==> src/hdl/pns_pkg.sv <==
// shared types, op codes and widths for the palette nearest color search
package pns_pkg;

	localparam int PAL_DEPTH = 256;
	localparam int CH_W      = 8;
	localparam int IDX_W     = 8;
	localparam int DIST_W    = 10;
	localparam int COLOR_W   = 4 * CH_W;

	localparam logic [1:0] OP_WRITE = 2'd0;
	localparam logic [1:0] OP_FIND  = 2'd1;
	localparam logic [1:0] OP_READ  = 2'd2;

	typedef struct packed {
		logic [1:0]       op;
		logic [IDX_W-1:0] entry_index;
		logic [CH_W-1:0]  alpha_in;
		logic [CH_W-1:0]  red_in;
		logic [CH_W-1:0]  green_in;
		logic [CH_W-1:0]  blue_in;
		logic             mark_valid;
	} req_t;

	typedef struct packed {
		logic [IDX_W-1:0]  found_index;
		logic [CH_W-1:0]   alpha_out;
		logic [CH_W-1:0]   red_out;
		logic [CH_W-1:0]   green_out;
		logic [CH_W-1:0]   blue_out;
		logic              entry_present;
		logic [DIST_W-1:0] best_distance;
		logic              no_base_entry;
	} rsp_t;

endpackage

==> src/hdl/pns_dist.sv <==
// shared L1 distance unit over four 8-bit channels, registered output
module pns_dist import pns_pkg::*; (
	input  logic               clk,
	input  logic [COLOR_W-1:0] ref_color,
	input  logic [COLOR_W-1:0] ent_color,
	output logic [DIST_W-1:0]  dist_s2
);

	logic [CH_W-1:0]   diff [4];
	logic [DIST_W-1:0] sum;

	// per-channel absolute difference
	always_comb begin
		for (int c = 0; c < 4; c++) begin
			if (ref_color[c*CH_W +: CH_W] >= ent_color[c*CH_W +: CH_W]) begin
				diff[c] = ref_color[c*CH_W +: CH_W] - ent_color[c*CH_W +: CH_W];
			end else begin
				diff[c] = ent_color[c*CH_W +: CH_W] - ref_color[c*CH_W +: CH_W];
			end
		end
		sum = DIST_W'(diff[0]) + DIST_W'(diff[1]) + DIST_W'(diff[2]) + DIST_W'(diff[3]);
	end

	always_ff @(posedge clk) begin
		dist_s2 <= sum;
	end

endmodule

==> config.mk <==
export PLATFORM = sky130hd
export DESIGN_NAME = pns_dist
export DESIGN_NICKNAME = d
export VERILOG_FILES = /design/src/hdl/pns_pkg.sv /design/src/hdl/pns_dist.sv
export SDC_FILE = /design/constraint.sdc
export NUM_CORES = 1
export LEC_CHECK = 0
export BUFFER_PORTS_ARGS = -buffer_cell sky130_fd_sc_hd__buf_2
export CAP_MARGIN = 30
export CORE_MARGIN = 5
export CORE_UTILIZATION = 61
export DETAILED_ROUTE_END_ITERATION = 12
export PLACE_DENSITY = 0.95
export SYNTH_ARGS = -nofsm -noshare
export SYNTH_HDL_FRONTEND = slang
export SYNTH_SLANG_ARGS = --single-unit
==> constraint.sdc <==
create_clock -name clk -period 13.4 [get_ports clk]
set_input_delay 0.67 -clock clk [delete_from_list [all_inputs] [get_ports clk]]
set_output_delay 0.67 -clock clk [all_outputs]
set_load 0.005 [all_outputs]
==> results of run 1 <==
[layout by cell type (no fill, tap or decap), types with 2 or more instances in the layout]
| master | count |
|---|---|
| sky130_fd_sc_hd__a31oi_1 | 15 |
| sky130_fd_sc_hd__a211oi_4 | 3 |
| sky130_fd_sc_hd__fa_1 | 24 |
| sky130_fd_sc_hd__a311oi_1 | 2 |
| sky130_fd_sc_hd__nand4_1 | 9 |
| sky130_fd_sc_hd__ha_1 | 69 |
| sky130_fd_sc_hd__a21o_1 | 24 |
| sky130_fd_sc_hd__o21ai_0 | 10 |
| sky130_fd_sc_hd__mux2i_1 | 24 |
| sky130_fd_sc_hd__buf_2 | 74 |
| sky130_fd_sc_hd__dfxtp_1 | 10 |
| sky130_fd_sc_hd__inv_1 | 101 |
| sky130_fd_sc_hd__xnor2_1 | 19 |
| sky130_fd_sc_hd__xor2_1 | 9 |
| sky130_fd_sc_hd__nand3_1 | 6 |
| sky130_fd_sc_hd__nor2_1 | 7 |
| sky130_fd_sc_hd__clkbuf_8 | 3 |
| sky130_fd_sc_hd__nand3b_1 | 7 |
| sky130_fd_sc_hd__a211oi_1 | 9 |
| sky130_fd_sc_hd__a21oi_1 | 29 |
| sky130_fd_sc_hd__nand2_1 | 15 |
| sky130_fd_sc_hd__mux2_2 | 4 |
[cell usage after synthesis (2+ instances only)]
master / instances / area, sq um
sky130_fd_sc_hd__nand3_1: 6 / 30.0
sky130_fd_sc_hd__buf_2: 2 / 10.0
sky130_fd_sc_hd__xnor2_1: 19 / 166
sky130_fd_sc_hd__fa_1: 24 / 480
sky130_fd_sc_hd__ha_1: 69 / 863
sky130_fd_sc_hd__a21o_1: 24 / 180
sky130_fd_sc_hd__mux2_2: 4 / 45.0
sky130_fd_sc_hd__o21ai_0: 10 / 50.1
sky130_fd_sc_hd__nand2_1: 15 / 56.3
sky130_fd_sc_hd__clkbuf_1: 10 / 37.5
sky130_fd_sc_hd__a21oi_1: 29 / 145
sky130_fd_sc_hd__nand3b_1: 7 / 52.6
sky130_fd_sc_hd__a211oi_1: 9 / 67.6
sky130_fd_sc_hd__dfxtp_1: 10 / 200
sky130_fd_sc_hd__xor2_1: 9 / 78.8
sky130_fd_sc_hd__a211oi_4: 3 / 60.1
sky130_fd_sc_hd__clkbuf_8: 2 / 27.5
sky130_fd_sc_hd__inv_1: 101 / 379
sky130_fd_sc_hd__mux2i_1: 24 / 240
sky130_fd_sc_hd__a31oi_1: 15 / 93.8
sky130_fd_sc_hd__nand4_1: 9 / 56.3
sky130_fd_sc_hd__a311oi_1: 2 / 17.5
sky130_fd_sc_hd__nor2_1: 7 / 26.3
[routing by layer]
metal / global-route usage / vias to the layer above
met2: 0.407 / 120
met5: 0 / -
met1: 0.270 / 1452
met4: 0.0547 / 0
li1: - / 1544
met3: 0.00961 / 16
[through the flow]
stage               cells  hold WS (ns)  total power, W
CTS                   560          1.01        0.000583
detailed placement    557          1.05        0.000550
finish                560          1.03        0.000585
global placement      557          1.05        0.000519
global route          560          1.03        0.000659
floorplan             427         0.954        0.000435
[logic make-up (layout without fill, tap and decap cells)]
group / Yosys count / in the layout / synth area share
and+or+nand+nor: 49 / 49 / 0.0719
buffers and inverters: 117 / 178 / 0.135
muxes: 28 / 28 / 0.0812
adders and majority gates: 93 / 93 / 0.382
AOI/OAI and AO/OA: 102 / 102 / 0.203
DFF: 10 / 10 / 0.0570
xor gates and xnor gates: 28 / 28 / 0.0698
[worst max-delay path, delay by kind of cell]
| kind | cells | cell delay, ns |
|---|---|---|
| adder cells (fa/ha/maj) | 6 | 2.20 |
| AO/OA/AOI/OAI | 7 | 1.67 |
| multiplexers | 1 | 0.42 |
| buffers and inverters | 4 | 0.28 |
| AND/OR/NAND/NOR | 1 | 0.12 |
[cell type report]
type	instances	area, sq um
multi-input combinational	300	2840
fill	447	1620
inverter	101	379
timing repair buffer	74	370
sequential	10	200
tap	72	90.1
clock buffer	3	41.3
[power by group]
group          switching (W)  internal (W)  leakage (nW)   total, W
Combinational       0.000269      0.000230          2.21   0.000499
Clock             0.00000957     0.0000195        0.0216  0.0000290
Sequential        0.00000314     0.0000539        0.0843  0.0000570
[how the worst max path moves through the flow]
stage                  start  slack (ns)    endpoint
2_1_floorplan  ref_color[24]        8.49  dist_s2[9]
3_3_place_gp   ref_color[24]        8.23  dist_s2[9]
3_5_place_dp   ref_color[24]        8.03  dist_s2[9]
4_1_cts        ref_color[24]        8.26  dist_s2[9]
5_1_grt        ref_color[24]        7.97  dist_s2[9]
6_report       ref_color[24]        8.22  dist_s2[9]
==> insert_results.sql, run 1 <==
INSERT INTO impl_metrics (metric_group, metric, value, unit) VALUES
('power', 'power_leakage', '2.31', 'nW'),
('clock_network', 'cts.repair_timing.setup_buffer_count', '0', ''),
('place', 'finalWeightedCongestion', '0.931', ''),
('timing', 'final.setup.worst_slack', '8.22', 'ns'),
('clock_network', 'cts.hold.buffers_added', '0', ''),
('hold_path', 'whs_endpoint', 'dist_s2[0]', ''),
('clock_network', 'clock-sinks', '10', ''),
('setup_path', 'timing.setup.critical_path_class', 'in2reg', ''),
('setup_path', 'crit_arrival', '5.35', 'ns'),
('timing', 'timing.setup.tns', '0', 'ns'),
('detailed_routing', 'post-route-drc-count', '0', ''),
('hold_path', 'cells_on_worst_hold_path', '4', ''),
('finish', 'reg.largest.list', 'dist_s2 (10)', ''),
('yosys', 'synth_nets', '585', ''),
('detailed_routing', 'route.detailed.wl_per_inst', '13.9', 'microns'),
('clock_network', 'cts-buffers-inserted', '3', ''),
('clock_network', 'ctsResizeCount', '0', ''),
('place', 'placed_area', '3880', 'sq um'),
('setup_path', 'worst_ep_required_time', '13.57', 'ns'),
('yosys', 'netlist_area', '3510', 'sq um'),
('yosys', 'sequential_area_share_after_synthesis', '0.0570', ''),
('detailed_routing', 'route.met2.wl', '4080', 'microns'),
('hold_path', 'hold_start', 'ent_color[0]', ''),
('finish', 'layout-drive-gt1-share', '0.178', ''),
('yosys', 'post_synthesis_cell_count', '427', ''),
('detailed_routing', 'wl_met1', '3170', 'microns'),
('power', 'vdd_ir_drop_max', '0.139', 'mV'),
('timing', 'layout_min_cycle_time', '5.18', 'ns'),
('global_routing', 'globalRouteOverflowTotal', '0', ''),
('global_routing', 'grt_first_pass_wirelength', '13600', 'microns'),
('setup_path', 'timing.critical_path.mode_cell', 'sky130_fd_sc_hd__fa_1', ''),
('setup_path', 'crit_chain', 'buf_2 -> inv_1 -> ha_1 -> inv_1 -> fa_1 -> a21o_1 -> a21o_1 -> a311oi_4 -> mux2_2 -> fa_1 -> fa_1 -> ha_1 -> inv_1 -> fa_1 -> nor2b_1 -> o21ai_0 -> a21boi_0 -> o31a_1 -> o22a_1', ''),
('run_status', 'run_status', 'finished clean', ''),
('place', 'io_buffers', '74', ''),
('yosys', 'synth_edf_count', '0', ''),
('clock_network', 'tritoncts', 'done', ''),
('clock_network', 'cts.root.buffer_cell', 'sky130_fd_sc_hd__clkbuf_8', ''),
('floorplanning', 'placement_rows', '27', ''),
('global_routing', 'antenna_found_initial', '0', ''),
('timing', 'final_min_period_over_clock_period', '0.387', ''),
('job', 'max_cap_viol', '0', ''),
('timing', 'worst_pin_slew', '0.541', 'ns'),
('global_routing', 'global_route.usage.total', '0.217', ''),
('detailed_routing', 'postRouteAntennaNets', '0', ''),
('yosys', 'yosysUniqueCellTypes', '40', ''),
('yosys', 'syn_avg_cell_area', '8.23', 'sq um'),
('finish', 'max_flop_register', 'dist_s2', ''),
('finish', 'postLayoutCellArea', '3920', 'sq um'),
('setup_path', 'critical_path.slowest_cell', 'sky130_fd_sc_hd__fa_1', ''),
('clock_network', 'worst_setup_hold_path_clk_slew', '0.04', 'ns'),
('setup_path', 'timing.critical_path.from_type', 'input pin', ''),
('setup_path', 'crit_path_end_kind', 'register', ''),
('finish', 'num_antenna_cells', '0', ''),
('finish', 'utilization', '0.708', ''),
('detailed_routing', 'via_per_inst', '5.59', ''),
('floorplanning', 'fp.dieH', '85.9', 'microns'),
('power', 'power_density_cells', '149', 'nW/um^2'),
('clock_network', 'htree_num_levels', '1', ''),
('yosys', 'postSynth.topFlopCell', 'sky130_fd_sc_hd__dfxtp_1', ''),
('detailed_routing', 'met3_length', '403', 'microns'),
('detailed_routing', 'finalWirelength', '7760', 'microns'),
('detailed_routing', 'initialDrtViolationCount', '143', ''),
('place', 'placement.setup.worst_slack', '8.03', 'ns'),
('detailed_routing', 'drt_pre_antenna_iters', '7', ''),
('yosys', 'async_flop_share', '0', ''),
('timing', 'hold_viol_final', '0', ''),
('timing', 'grt_setup_unrepaired', 'no', ''),
('timing', 'finalSetupViolCount', '0', ''),
('finish', 'area_growth', '11.6', '%'),
('setup_path', 'largest_stage_delay_on_the_critical_path', '0.55', 'ns'),
('global_routing', 'via_count_of_the_first_global_routing_pass', '3215', '');
(Power assumes the default switching activity.)
==> run 2: changes to the inputs <==
--- a/config.mk
+++ b/config.mk
@@ -8,9 +8,9 @@
 export BUFFER_PORTS_ARGS = -buffer_cell sky130_fd_sc_hd__buf_2
 export CAP_MARGIN = 30
 export CORE_MARGIN = 5
-export CORE_UTILIZATION = 61
+export CORE_UTILIZATION = 57
 export DETAILED_ROUTE_END_ITERATION = 12
-export PLACE_DENSITY = 0.95
+export PLACE_DENSITY = 0.9
 export SYNTH_ARGS = -nofsm -noshare
 export SYNTH_HDL_FRONTEND = slang
 export SYNTH_SLANG_ARGS = --single-unit
==> constraint.sdc (replaced) <==
create_clock -name clk -period 5.18 [get_ports clk]
set_input_delay 0.259 -clock clk [delete_from_list [all_inputs] [get_ports clk]]
set_output_delay 0.259 -clock clk [all_outputs]
set_load 0.005 [all_outputs]
==> run 2 against run 1 <==
First-iteration DRC count grew 11%; sequential power grew to 2.7 times the previous value; critical path depth is the same; total power grew to 2.6 times the previous value; design area is essentially flat; sequential cell count is the same; final cell count grew 0.54%; critical path type unchanged; largest cell class unchanged; highest routed layer unchanged.
==> insert_results.sql, run 2 (synthesized netlist as in run 1, its figures left out) <==
INSERT INTO impl_metrics (metric_group, metric, value, unit) VALUES
('run_status', 'run_status', 'finished clean', ''),
('clock_network', 'worst_setup_hold_path_clk_slew', '0.04', 'ns'),
('global_routing', 'global_route.peak_usage_layer', 'met2', ''),
('global_routing', 'gr-usage-met3', '0.0279', ''),
('detailed_routing', 'drt_pre_antenna_iters', '5', ''),
('timing', 'hold_viol_final', '0', ''),
('finish', 'area_growth', '11.7', '%'),
('power', 'internal-power', '0.000786', 'W'),
('clock_network', 'ctsResizeCount', '0', ''),
('finish', 'layout_common_cells', 'sky130_fd_sc_hd__inv_1, sky130_fd_sc_hd__buf_2, sky130_fd_sc_hd__ha_1', ''),
('setup_path', 'critPathMaxFanout', '7', ''),
('place', 'post-dp-hpwl', '7040', 'microns'),
('finish', 'stdcell_count', '563', ''),
('detailed_routing', 'route.detailed.wl_per_inst', '14.3', 'microns'),
('setup_path', 'worst_ep_required_time', '5.36', 'ns'),
('power', 'power_leakage', '2.31', 'nW'),
('power', 'power.switching_fraction', '0.491', ''),
('global_routing', 'globalRouteOverflowTotal', '0', ''),
('job', 'max_cap_viol', '0', ''),
('setup_path', 'timing.critical_path.mode_cell', 'sky130_fd_sc_hd__fa_1', ''),
('global_routing', 'antenna_found_initial', '0', ''),
('finish', 'number_of_fill_cells', '489', ''),
('timing', 'final_min_period_over_clock_period', '0.936', ''),
('floorplanning', 'start_util', '0.590', ''),
('detailed_routing', 'postRouteAntennaNets', '0', ''),
('floorplanning', 'die_width', '88.5', 'microns'),
('timing', 'headroom_to_the_max_slew_limit', '0.616', ''),
('finish', 'layout-drive-gt1-share', '0.178', ''),
('timing', 'grt_setup_unrepaired', 'no', ''),
('setup_path', 'largest_stage_delay_on_the_critical_path', '0.56', 'ns'),
('timing', 'worst_pin_slew', '0.575', 'ns'),
('setup_path', 'timing.critical_path.from_type', 'input pin', ''),
('detailed_routing', 'via_per_inst', '5.66', ''),
('finish', 'number_of_flip_flops_in_the_largest_register', '10', ''),
('clock_network', 'tritoncts', 'done', ''),
('power', 'comb_power_share', '0.849', ''),
('finish', 'max_flop_register', 'dist_s2', ''),
('hold_path', 'whs_endpoint', 'dist_s2[0]', ''),
('global_routing', 'global_route.usage.met1', '0.227', ''),
('power', 'power_density_cells', '393', 'nW/um^2'),
('clock_network', 'htree_num_levels', '1', ''),
('finish', 'most_common_cell_after_layout_fill_and_taps_aside', 'sky130_fd_sc_hd__inv_1', ''),
('setup_path', 'critical_path.slowest_cell', 'sky130_fd_sc_hd__fa_1', ''),
('detailed_routing', 'initialDrtViolationCount', '159', ''),
('timing', 'timing.setup.tns', '0', 'ns'),
('finish', 'reg.largest.list', 'dist_s2 (10)', ''),
('setup_path', 'timing.setup.critical_path_class', 'in2reg', ''),
('place', 'placed_area', '3880', 'sq um'),
('hold_path', 'worstHoldPathType', 'in2reg', ''),
('floorplanning', 'pin_count', '75', ''),
('timing', 'finalSetupViolCount', '0', ''),
('place', 'placement.setup.worst_slack', '0.164', 'ns'),
('finish', 'nets', '648', ''),
('global_routing', 'grt_first_pass_wirelength', '13000', 'microns'),
('global_routing', 'global_route.usage.total', '0.205', ''),
('power', 'clkPwrFrac', '0.051', ''),
('timing', 'layout_min_cycle_time', '4.85', 'ns'),
('global_routing', 'grt_start_max_net_pins', '10', ''),
('clock_network', 'cts-root-to-sink-buffers', '2', ''),
('clock_network', 'cts-buffers-inserted', '3', ''),
('hold_path', 'cells_on_worst_hold_path', '4', ''),
('floorplanning', 'design.core.area', '5960', 'sq um'),
('clock_network', 'cts.hold.buffers_added', '0', ''),
('hold_path', 'hold_start', 'ent_color[0]', ''),
('clock_network', 'clock-sinks', '10', ''),
('setup_path', 'crit_arrival', '5.03', 'ns'),
('global_routing', 'grt.met2_usage', '0.412', ''),
('detailed_routing', 'vias', '3189', ''),
('place', 'placed_cells', '560', ''),
('detailed_routing', 'post-route-drc-count', '0', ''),
('finish', 'postLayoutCellArea', '3930', 'sq um'),
('timing', 'final.hold.worst_slack', '0.572', 'ns'),
('floorplanning', 'fp.dieH', '88.5', 'microns'),
('power', 'total_switching_power', '0.000758', 'W'),
('timing', 'max_freq', '0.206', 'GHz'),
('power', 'p_seq_frac', '0.100', ''),
('floorplanning', 'placement_rows', '28', ''),
('setup_path', 'crit_path_end_kind', 'register', ''),
('finish', 'num_antenna_cells', '0', ''),
('floorplanning', 'die-area', '7830', 'sq um'),
('timing', 'final.setup.worst_slack', '0.331', 'ns'),
('detailed_routing', 'finalWirelength', '8070', 'microns'),
('setup_path', 'crit_chain', 'buf_2 -> inv_1 -> ha_1 -> inv_1 -> fa_1 -> a21o_1 -> a21o_1 -> a311oi_4 -> mux2_2 -> fa_1 -> fa_1 -> ha_1 -> inv_1 -> fa_1 -> nor2b_1 -> o21ai_0 -> a21boi_0 -> o31a_1 -> o22a_1', ''),
('place', 'finalWeightedCongestion', '0.885', ''),
('clock_network', 'cts.root.buffer_cell', 'sky130_fd_sc_hd__clkbuf_8', ''),
('place', 'io_buffers', '74', ''),
('timing', 'slew_viol_final', '0', ''),
('global_routing', 'via_count_of_the_first_global_routing_pass', '3174', ''),
('power', 'vdd_ir_drop_max', '0.342', 'mV'),
('clock_network', 'cts.repair_timing.setup_buffer_count', '0', '');
run 2: cell counts in the layout (fill, tap and decap cells not counted):
Identical to the previous run, type by type.
run 2: critical path: cells and delay by family:
family / cells / cell delay [ns]
AO/OA/AOI/OAI: 7 / 1.76
adder cells (fa/ha/maj): 6 / 2.19
buffers and inverters: 4 / 0.27
multiplexers: 1 / 0.43
AND/OR/NAND/NOR: 1 / 0.12
run 2: worst max-delay path by stage:
stage	start	end	slack [ns]	cells after the start
3_5_place_dp	ref_color[24]	dist_s2[9]	0.16	19
2_1_floorplan	ref_color[24]	dist_s2[9]	0.68	18
4_1_cts	ref_color[24]	dist_s2[9]	0.36	19
6_report	ref_color[24]	dist_s2[9]	0.33	19
5_1_grt	ref_color[24]	dist_s2[9]	0.11	19
3_3_place_gp	ref_color[24]	dist_s2[9]	0.39	19
run 2: per-stage QoR:
step,power [W],util
5_1_grt,0.00169,0.659
2_1_floorplan,0.00113,-
3_3_place_gp,0.00135,0.652
3_5_place_dp,0.00143,0.652
6_report,0.00154,0.659
4_1_cts,0.00154,0.659
run 2: routing by layer:
metal | wire (microns) | part of all wire | vias up
li1 | - | - | 1540
met1 | 3140 | 0.39 | 1512
met2 | 4340 | 0.54 | 125
met3 | 484 | 0.060 | 12
met4 | 105 | 0.013 | 0
met5 | 0 | 0 | -
run 2: power by group through the flow:
stage / combinational, W / sequential [W] / clock, W
after floorplan: 0.000970 / 0.000157 / 0
after global placement: 0.00120 / 0.000154 / 0
after detailed placement: 0.00128 / 0.000155 / 0
after CTS: 0.00131 / 0.000154 / 0.0000792
after global routing: 0.00145 / 0.000157 / 0.0000841
final: 0.00131 / 0.000154 / 0.0000791
run 2: cell type report:
class	count	area, sq um	share of cell area
Multi-Input combinational cell	300	2840	0.724
Tap cell	75	93.8	0.0239
Inverter	101	379	0.0966
Timing Repair Buffer	74	370	0.0944
Clock buffer	3	41.3	0.0105
Sequential cell	10	200	0.0510
